$ cat src/hw/rtl/bdq_pkg.sv
`default_nettype none
// ----------------------------------------------------------------------------
// bdq_pkg
// Types, codes and constants shared by the byte deque modules.
// ----------------------------------------------------------------------------
package bdq_pkg;

   localparam int BDQ_DEPTH    = 32;
   localparam int BDQ_MODE_W   = 3;
   localparam int BDQ_KEY_W    = 8;
   localparam int BDQ_STATUS_W = 2;

   // Operation codes carried by the request mode field.
   typedef enum logic [BDQ_MODE_W-1:0] {
      MODE_PUSH_FRONT = 3'd0,
      MODE_PUSH_BACK  = 3'd1,
      MODE_POP_FRONT  = 3'd2,
      MODE_POP_BACK   = 3'd3,
      MODE_DUMP       = 3'd4
   } bdq_mode_type;

   typedef enum logic [BDQ_STATUS_W-1:0] {
      ST_OK    = 2'd0,
      ST_EMPTY = 2'd1,
      ST_FULL  = 2'd2
   } bdq_status_type;

   typedef enum logic [1:0] {
      S_IDLE,
      S_EXEC,
      S_STREAM
   } bdq_state_type;

   // Datapath operations issued by the controller.
   typedef enum logic [3:0] {
      OP_NONE,
      OP_PUSH_FRONT,
      OP_PUSH_BACK,
      OP_POP_FRONT,
      OP_POP_BACK,
      OP_DUMP,
      OP_STREAM,
      OP_EMIT_FULL,
      OP_EMIT_EMPTY
   } bdq_op_type;

   typedef struct packed {
      logic       capture;
      bdq_op_type op;
   } bdq_cmd_type;

   typedef struct packed {
      logic [BDQ_MODE_W-1:0] mode;
      logic                  full;
      logic                  empty;
      logic                  walk_last;
   } bdq_stat_type;

endpackage : bdq_pkg
`default_nettype wire

$ cat src/hw/rtl/bdq_ram.sv
`default_nettype none
// ----------------------------------------------------------------------------
// bdq_ram
// Generic single-write, single-read RAM with a registered read port.
// ----------------------------------------------------------------------------
module bdq_ram
   import bdq_pkg::*;
#(
   parameter int WIDTH = BDQ_KEY_W,
   parameter int DEPTH = BDQ_DEPTH
) (
   input  wire logic                     clock,
   input  wire logic                     wr_en,
   input  wire logic [$clog2(DEPTH)-1:0] wr_addr,
   input  wire logic [WIDTH-1:0]         wr_data,
   input  wire logic [$clog2(DEPTH)-1:0] rd_addr,
   output logic      [WIDTH-1:0]         rd_data
);

   logic [WIDTH-1:0] mem_ff [DEPTH];
   logic [WIDTH-1:0] rd_data_ff;

   always_ff @(posedge clock) begin
      if (wr_en) begin
         mem_ff[wr_addr] <= wr_data;
      end
      rd_data_ff <= mem_ff[rd_addr];
   end

   assign rd_data = rd_data_ff;

endmodule : bdq_ram
`default_nettype wire

$ cat src/hw/rtl/bdq_ctrl.sv
`default_nettype none
// ----------------------------------------------------------------------------
// bdq_ctrl
// Controller state machine: decodes the captured mode and sequences the
// datapath through execute and read-out steps.
// ----------------------------------------------------------------------------
module bdq_ctrl
   import bdq_pkg::*;
(
   input  wire logic         clock,
   input  wire logic         reset,
   input  wire logic         start,
   output logic              busy,
   input  wire bdq_stat_type stat,
   output bdq_cmd_type       cmd
);

   bdq_state_type state_ff;
   bdq_state_type state_in;

   always_ff @(posedge clock) begin
      if (reset) begin
         state_ff <= S_IDLE;
      end else begin
         state_ff <= state_in;
      end
   end

   // Next state.
   always_comb begin
      state_in = state_ff;
      case (state_ff)
         S_IDLE: begin
            if (start) begin
               state_in = S_EXEC;
            end
         end
         S_EXEC: begin
            if ((stat.mode inside {MODE_POP_FRONT, MODE_POP_BACK, MODE_DUMP})
                && !stat.empty) begin
               state_in = S_STREAM;
            end else begin
               state_in = S_IDLE;
            end
         end
         S_STREAM: begin
            if (stat.walk_last) begin
               state_in = S_IDLE;
            end
         end
         default: state_in = S_IDLE;
      endcase
   end

   // Outputs.
   always_comb begin
      busy        = 1'b1;
      cmd.capture = 1'b0;
      cmd.op      = OP_NONE;
      case (state_ff)
         S_IDLE: begin
            busy        = 1'b0;
            cmd.capture = start;
         end
         S_EXEC: begin
            case (stat.mode)
               MODE_PUSH_FRONT: cmd.op = stat.full  ? OP_EMIT_FULL  : OP_PUSH_FRONT;
               MODE_PUSH_BACK:  cmd.op = stat.full  ? OP_EMIT_FULL  : OP_PUSH_BACK;
               MODE_POP_FRONT:  cmd.op = stat.empty ? OP_EMIT_EMPTY : OP_POP_FRONT;
               MODE_POP_BACK:   cmd.op = stat.empty ? OP_EMIT_EMPTY : OP_POP_BACK;
               MODE_DUMP:       cmd.op = stat.empty ? OP_EMIT_EMPTY : OP_DUMP;
               default:         cmd.op = OP_NONE;
            endcase
         end
         S_STREAM: begin
            cmd.op = OP_STREAM;
         end
         default: begin
            busy = 1'b1;
         end
      endcase
   end

endmodule : bdq_ctrl
`default_nettype wire

$ cat src/hw/rtl/bdq_dpath.sv
`default_nettype none
// ----------------------------------------------------------------------------
// bdq_dpath
// Datapath: request registers, ring pointers, occupancy, walk counter,
// entry store and result registers.
// ----------------------------------------------------------------------------
module bdq_dpath
   import bdq_pkg::*;
#(
   parameter int DEPTH = BDQ_DEPTH
) (
   input  wire logic                    clock,
   input  wire logic                    reset,
   input  wire logic [BDQ_MODE_W-1:0]   req_mode,
   input  wire logic [BDQ_KEY_W-1:0]    req_key,
   input  wire bdq_cmd_type             cmd,
   output bdq_stat_type                 stat,
   output logic                         rsp_strobe,
   output logic      [BDQ_KEY_W-1:0]    rsp_value,
   output logic      [BDQ_STATUS_W-1:0] rsp_status,
   output logic                         rsp_last
);

   localparam int IDX_W = $clog2(DEPTH);
   localparam int CNT_W = $clog2(DEPTH + 1);
   localparam logic [IDX_W-1:0] IDX_MAX = IDX_W'(DEPTH - 1);
   localparam logic [CNT_W-1:0] CNT_FULL = CNT_W'(DEPTH);

   function automatic logic [IDX_W-1:0] ring_inc(input logic [IDX_W-1:0] p);
      return (p == IDX_MAX) ? '0 : p + 1'b1;
   endfunction

   function automatic logic [IDX_W-1:0] ring_dec(input logic [IDX_W-1:0] p);
      return (p == '0) ? IDX_MAX : p - 1'b1;
   endfunction

   logic [BDQ_MODE_W-1:0]   mode_ff;
   logic [BDQ_KEY_W-1:0]    key_ff;
   logic [IDX_W-1:0]        front_ff, front_in;
   logic [IDX_W-1:0]        tail_ff, tail_in;
   logic [CNT_W-1:0]        occ_ff, occ_in;
   logic [IDX_W-1:0]        walk_ptr_ff, walk_ptr_in;
   logic [CNT_W-1:0]        walk_cnt_ff, walk_cnt_in;
   logic                    strobe_ff, strobe_in;
   logic [BDQ_KEY_W-1:0]    value_ff, value_in;
   logic [BDQ_STATUS_W-1:0] status_ff, status_in;
   logic                    last_ff, last_in;

   logic                    wr_en;
   logic [IDX_W-1:0]        wr_addr;
   logic [IDX_W-1:0]        rd_addr;
   logic [BDQ_KEY_W-1:0]    rd_data;

   bdq_ram #(
      .WIDTH (BDQ_KEY_W),
      .DEPTH (DEPTH)
   ) u_ram (
      .clock   (clock),
      .wr_en   (wr_en),
      .wr_addr (wr_addr),
      .wr_data (key_ff),
      .rd_addr (rd_addr),
      .rd_data (rd_data)
   );

   always_comb begin
      front_in    = front_ff;
      tail_in     = tail_ff;
      occ_in      = occ_ff;
      walk_ptr_in = walk_ptr_ff;
      walk_cnt_in = walk_cnt_ff;
      strobe_in   = 1'b0;
      value_in    = '0;
      status_in   = ST_OK;
      last_in     = 1'b0;
      wr_en       = 1'b0;
      wr_addr     = tail_ff;
      rd_addr     = front_ff;
      case (cmd.op)
         OP_PUSH_FRONT: begin
            wr_en    = 1'b1;
            wr_addr  = ring_dec(front_ff);
            front_in = ring_dec(front_ff);
            occ_in   = occ_ff + 1'b1;
         end
         OP_PUSH_BACK: begin
            wr_en   = 1'b1;
            wr_addr = tail_ff;
            tail_in = ring_inc(tail_ff);
            occ_in  = occ_ff + 1'b1;
         end
         OP_POP_FRONT: begin
            rd_addr     = front_ff;
            front_in    = ring_inc(front_ff);
            occ_in      = occ_ff - 1'b1;
            walk_cnt_in = CNT_W'(1);
         end
         OP_POP_BACK: begin
            rd_addr     = ring_dec(tail_ff);
            tail_in     = ring_dec(tail_ff);
            occ_in      = occ_ff - 1'b1;
            walk_cnt_in = CNT_W'(1);
         end
         OP_DUMP: begin
            rd_addr     = front_ff;
            walk_ptr_in = ring_inc(front_ff);
            walk_cnt_in = occ_ff;
         end
         OP_STREAM: begin
            // The word read last cycle goes out; the next read is issued.
            rd_addr     = walk_ptr_ff;
            walk_ptr_in = ring_inc(walk_ptr_ff);
            walk_cnt_in = walk_cnt_ff - 1'b1;
            strobe_in   = 1'b1;
            value_in    = rd_data;
            status_in   = ST_OK;
            last_in     = (walk_cnt_ff == CNT_W'(1));
         end
         OP_EMIT_FULL: begin
            strobe_in = 1'b1;
            status_in = ST_FULL;
            last_in   = 1'b1;
         end
         OP_EMIT_EMPTY: begin
            strobe_in = 1'b1;
            status_in = ST_EMPTY;
            last_in   = 1'b1;
         end
         default: begin
            strobe_in = 1'b0;
         end
      endcase
   end

   always_ff @(posedge clock) begin
      if (reset) begin
         front_ff    <= '0;
         tail_ff     <= '0;
         occ_ff      <= '0;
         walk_ptr_ff <= '0;
         walk_cnt_ff <= '0;
         strobe_ff   <= 1'b0;
      end else begin
         front_ff    <= front_in;
         tail_ff     <= tail_in;
         occ_ff      <= occ_in;
         walk_ptr_ff <= walk_ptr_in;
         walk_cnt_ff <= walk_cnt_in;
         strobe_ff   <= strobe_in;
      end
   end

   always_ff @(posedge clock) begin
      if (cmd.capture) begin
         mode_ff <= req_mode;
         key_ff  <= req_key;
      end
      value_ff  <= value_in;
      status_ff <= status_in;
      last_ff   <= last_in;
   end

   assign stat.mode      = mode_ff;
   assign stat.full      = (occ_ff == CNT_FULL);
   assign stat.empty     = (occ_ff == '0);
   assign stat.walk_last = (walk_cnt_ff == CNT_W'(1));

   assign rsp_strobe = strobe_ff;
   assign rsp_value  = value_ff;
   assign rsp_status = status_ff;
   assign rsp_last   = last_ff;

endmodule : bdq_dpath
`default_nettype wire

$ cat src/hw/rtl/byte_deque.sv
`default_nettype none
// ----------------------------------------------------------------------------
// byte_deque
// Double-ended queue of bytes in a ring store, with push and pop at either
// end and a front-to-back dump of the whole contents.
// ----------------------------------------------------------------------------
//
//   Channel   Ports                                     Handshake
//   request   req_mode, req_key                         start high, busy low
//   result    rsp_value, rsp_status, rsp_last           rsp_strobe, one cycle
//
// A request passes from idle through the execute state. A push, an unused
// mode or an answer with a full or empty status then returns to idle; a pop,
// or a dump of a non-empty queue, goes on to a read-out state instead.
// That state is set by the single read port of the entry store, whose
// read data is registered, and the dump walks it one entry a cycle.
// Each result word appears on the result ports in the cycle after it is
// formed, for exactly one cycle; the receiver cannot stall the block.
// Reset is synchronous and active high and empties the queue; the entry
// store itself is not cleared.
//
module byte_deque
   import bdq_pkg::*;
#(
   parameter int DEPTH = BDQ_DEPTH
) (
   input  wire logic                    clock,
   input  wire logic                    reset,
   input  wire logic                    start,
   output logic                         busy,
   input  wire logic [BDQ_MODE_W-1:0]   req_mode,
   input  wire logic [BDQ_KEY_W-1:0]    req_key,
   output logic                         rsp_strobe,
   output logic      [BDQ_KEY_W-1:0]    rsp_value,
   output logic      [BDQ_STATUS_W-1:0] rsp_status,
   output logic                         rsp_last
);

   // Commands flow from the controller to the datapath, status back.
   bdq_cmd_type  cmd;
   bdq_stat_type stat;

   // The controller decodes the captured mode against the full and empty
   // flags and steps through execute and read-out states.
   bdq_ctrl u_ctrl (
      .clock (clock),
      .reset (reset),
      .start (start),
      .busy  (busy),
      .stat  (stat),
      .cmd   (cmd)
   );

   // The datapath holds the ring pointers, occupancy, the entry store and
   // the result registers that part the block from the receiver.
   bdq_dpath #(
      .DEPTH (DEPTH)
   ) u_dpath (
      .clock      (clock),
      .reset      (reset),
      .req_mode   (req_mode),
      .req_key    (req_key),
      .cmd        (cmd),
      .stat       (stat),
      .rsp_strobe (rsp_strobe),
      .rsp_value  (rsp_value),
      .rsp_status (rsp_status),
      .rsp_last   (rsp_last)
   );

   // A full status is only ever issued against a full queue.
   assert property (@(posedge clock) disable iff (reset)
      (cmd.op == OP_EMIT_FULL) |-> stat.full)
      else $error("full status issued while the queue has room");

   // Removing or dumping never starts on an empty queue.
   assert property (@(posedge clock) disable iff (reset)
      (cmd.op == OP_POP_FRONT || cmd.op == OP_POP_BACK || cmd.op == OP_DUMP)
      |-> !stat.empty)
      else $error("read issued on an empty queue");

   // Every result word stems from a command that forms one.
   assert property (@(posedge clock) disable iff (reset)
      rsp_strobe |-> $past(cmd.op == OP_STREAM || cmd.op == OP_EMIT_FULL
                           || cmd.op == OP_EMIT_EMPTY))
      else $error("result word without a command that forms it");

   // An accepted request keeps the block busy in the following cycle.
   assert property (@(posedge clock) disable iff (reset)
      (start && !busy) |=> busy)
      else $error("block not busy after accepting a request");

endmodule : byte_deque
`default_nettype wire

$ cat config.mk
export PLATFORM = sky130hd
export DESIGN_NAME = byte_deque
export DESIGN_NICKNAME = d
export VERILOG_FILES = /design/src/hw/rtl/bdq_pkg.sv /design/src/hw/rtl/bdq_ram.sv /design/src/hw/rtl/bdq_ctrl.sv /design/src/hw/rtl/bdq_dpath.sv /design/src/hw/rtl/byte_deque.sv
export SDC_FILE = /design/constraint.sdc
export NUM_CORES = 1
export LEC_CHECK = 0
export BUFFER_PORTS_ARGS = -buffer_cell sky130_fd_sc_hd__buf_2
export CORE_MARGIN = 2
export CORE_UTILIZATION = 30
export DETAILED_ROUTE_END_ITERATION = 10
export GPL_TIMING_DRIVEN = 0
export PLACE_DENSITY = 0.54
export SLEW_MARGIN = 10
export SYNTH_ARGS = -nofsm -noshare
export SYNTH_HDL_FRONTEND = slang
export SYNTH_SLANG_ARGS = --single-unit
$ cat constraint.sdc
create_clock -name clock -period 6.5 [get_ports clock]
set_input_delay 0.975 -clock clock [delete_from_list [all_inputs] [get_ports clock]]
set_output_delay 0.975 -clock clock [all_outputs]
set_load 0.02 [all_outputs]
==> impl_metrics.tcl <==
set metrics [dict create \
    n_antenna_cell 0 \
    dr.pass1.iters 5 \
    final_max_slew_viol_count 0 \
    via_count 7679 \
    r2r_cells 12 \
    grt-ovfl-total 0 \
    slowest_delay_ns 0.71 \
    antenna_found_initial 0 \
    fmax_mhz 208.8 \
    hold_depth 1 \
    cts_root_buf "clkbuf_16" \
    synth_warnings 0 \
    netlist_area_um2 13430 \
    wl_per_cell_um 20.25 \
    worstPathCellList "buf_2 -> nor4b_1 -> a2bb2oi_1 -> o211ai_1 -> nand2_1 -> nand3_1 -> clkbuf_1 -> a21oi_1 -> a21oi_1 -> clkbuf_1 -> nand2b_1 -> nor2_1" \
    tightest_slew_ns 1.254 \
    start_util_pct 30.37 \
    io_pins 27 \
    setup_viol 0 \
    ant_nets 0 \
    regArea_um2 8999 \
    powerDensity_nw_per_um2 268.2 \
    cts_buffers 31 \
    final.setup.tns_ns 0 \
    port_buffers 25 \
    cp_top_family "simple AND/OR/NAND/NOR gates" \
    synth-seq-cells 316 \
    die_w_um 215.6 \
    critPathArrivalTime_ns 4.99 \
    synthCells 867 \
    fin_crit_ns 4.790 \
    synth.top_cells.by_count "267 x edfxtp_1, 77 x nor2_1, 51 x mux4_2, 50 x nand2_1, 49 x dfxtp_1" \
    core_um2 44220 \
    postCtsHoldBufs 0 \
    grt_max_degree 33 \
    synth_flop_cell "edfxtp_1" \
    crit_fanout 10 \
    vias_per_cell 4.977 \
    netlist.area_leader.share_pct 59.69 \
    cts_setup_buffers 0 \
    fin_nets 960 \
    ir_worst_vdd_v 0.0001894 \
    clock-sinks 316 \
    r2r_setup_slack_ns 1.71 \
    critPathRequiredTime_ns 6.70 \
    drv_cap 0 \
    hold_path_end "u_dpath.rsp_value[3]" \
    synth_cell_types 74 \
    final_layout_size_suffix_gt1_share_pct 17.67 \
    dp_hpwl_mm 21.24 \
    endpoint_kind "flip-flop" \
    outcome "finished clean" \
    syn_nets 899 \
    rr_endpoint "u_dpath.u_ram.mem_ff[2][5]" \
    route.detailed.drc 0 \
    fillCellCount 4209 \
    min_path_type "flip-flop to flip-flop" \
    worst_skew_pair.late_latency_ns 0.57 \
    clock_path_buffers 3 \
    finClkSkew_ns 0.009714 \
    wirelength_mm 31.25 \
    crit_type "flip-flop to flip-flop" \
    grt_pass1_wl_mm 48.37 \
    die_h_um 215.6 \
    drtIter0Drc 698 \
    synth.most_common_cell "edfxtp_1" \
    die_area_um2 46480 \
    place_inst 1484 \
    final_cells 1543 \
    postSynth.asyncResetShare_pct 0 \
    finalCritPeriodShare_pct 73.70 \
    grt_pass1_vias 7839 \
    crit_buf_inv 3 \
    reg2reg_from "u_dpath.mode_ff[1]" \
    grt_util_all_layers_pct 13.56 \
    clk_pin_slew_ns 0.06 \
    synth.area.top_cells "edfxtp_1 60%, mux4_2 8.6%, dfxtp_1 7.3%, nor2_1 2.2%, ha_1 1.6%" \
    cellLeakagePower_uw 0.004975 \
    cts_resized 0 \
    rsz0062_at_grt "false" \
    h-tree-depth 1 \
    seq_area_frac_synth_pct 67.00 \
    hold_viol 0 \
    slew-limit-headroom_pct 16.01 \
    synth_top_cell_by_area "edfxtp_1" \
    cts_tree "yes" \
    rows 77 \
    synth_edf_count 267 \
    avgSynthCellArea_um2 15.49 \
    multi_input_area_um2 4118 \
    gp_congestion 0.8474 \
    syn_to_final_growth_pct 14.20 \
    critPathSlowestCell "nor2_1" \
    start_kind "flip-flop" \
    worstHoldStart "u_dpath.u_ram.rd_data[3]" \
]
## routing by layer
metal  global-route usage [%]  vias up  wire length (µm)
met1                    18.45     3916             14060
met2                    22.97      167             15350
met5                        0        -                 0
met4                    3.793        0               701
li1                         -     3546                 -
met3                    1.508       50              1134
## sequential cells by signal (all words and copies together) (netlist names), 2 cells and up
signal and count:
u_ctrl.state_ff 2, u_dpath.front_ff 5, u_dpath.key_ff 8, u_dpath.mode_ff 3, u_dpath.occ_ff 6, u_dpath.rsp_status 2, u_dpath.rsp_value 8, u_dpath.tail_ff 5
u_dpath.u_ram.mem_ff 256, u_dpath.u_ram.rd_data 8, u_dpath.walk_cnt_ff 6, u_dpath.walk_ptr_ff 5
## cells by family after synthesis
kind of cell    share of synthesized area, %
flops                                  67.00
simple gates                           8.859
compound gates                         8.086
mux                                    10.87
buf+inv                                2.543
fa+ha+maj                              1.733
xor+xnor                              0.9129
## worst max path at each step
stage                                       endpoint          startpoint  cells after the start
final                     u_dpath.u_ram.mem_ff[2][5]  u_dpath.mode_ff[1]                     12
after global routing      u_dpath.u_ram.mem_ff[3][4]  u_dpath.mode_ff[1]                     12
after CTS                 u_dpath.u_ram.mem_ff[3][5]  u_dpath.mode_ff[1]                     12
after detailed placement  u_dpath.u_ram.mem_ff[3][2]  u_dpath.mode_ff[1]                     12
after global placement    u_dpath.u_ram.mem_ff[1][5]  u_dpath.mode_ff[1]                     12
after floorplan                    u_dpath.occ_ff[5]   u_dpath.occ_ff[1]                     14
## power breakdown
part	internal, µW	switching [µW]
clock	947	748
sequential	2220	29.9
combinational	65.9	105
total	3230	883
## stage by stage
step / hold WS [ns] / cell area [µm²] / utilization, % / total power [µW] / setup slack, ns
floorplan: 0.4290 / 13430 / - / 2391 / 2.693
global placement: 0.4395 / 14300 / 32.33 / 2456 / 1.868
detailed placement: 0.4402 / 14320 / 32.38 / 2458 / 1.781
CTS: 0.4543 / 15260 / 34.51 / 4148 / 1.760
global route: 0.4794 / 15340 / 34.69 / 4248 / 1.261
finish: 0.4506 / 15340 / 34.69 / 4115 / 1.710
## cell type report
type | instances | area share, %
Multi-Input combinational cell | 490 | 26.85
Inverter | 24 | 0.5873
Clock buffer | 35 | 5.155
Timing Repair Buffer | 28 | 1.273
Tap cell | 592 | 4.829
Sequential cell | 316 | 58.67
Buffer | 37 | 1.640
Clock inverter | 21 | 1.003
## layout by cell type (no fill, tap or decap), types with 5 or more instances in the layout
cell type  instances
a211oi_1           6
a21oi_1           38
a22o_1             8
a22oi_1           15
a31oi_1           10
a32oi_1            6
and3_1            16
buf_2             33
clkbuf_1          23
clkbuf_16         31
clkinv_1          11
clkinv_2           5
dfxtp_1           49
edfxtp_1         267
ha_1              17
inv_1             24
mux2i_1           12
mux4_1             5
mux4_2            51
nand2_1           50
nand2b_1           9
nand3_1           13
nand4_1            9
nor2_1            77
nor2b_1           10
nor3_1            20
nor3_2             6
nor4_1             5
o21ai_0           20
xnor2_1            8
xor2_1             6
## worst register-to-register path, delay by kind of cell, from the launching register on
kind	cells	cell delay [ns]
and+or+nand+nor	5	1.85
AOI/OAI and AO/OA	4	1.12
buffers and inverters	3	1.10
DFF	1	0.35
No activity file was read; power rests on OpenSTA's default activity.
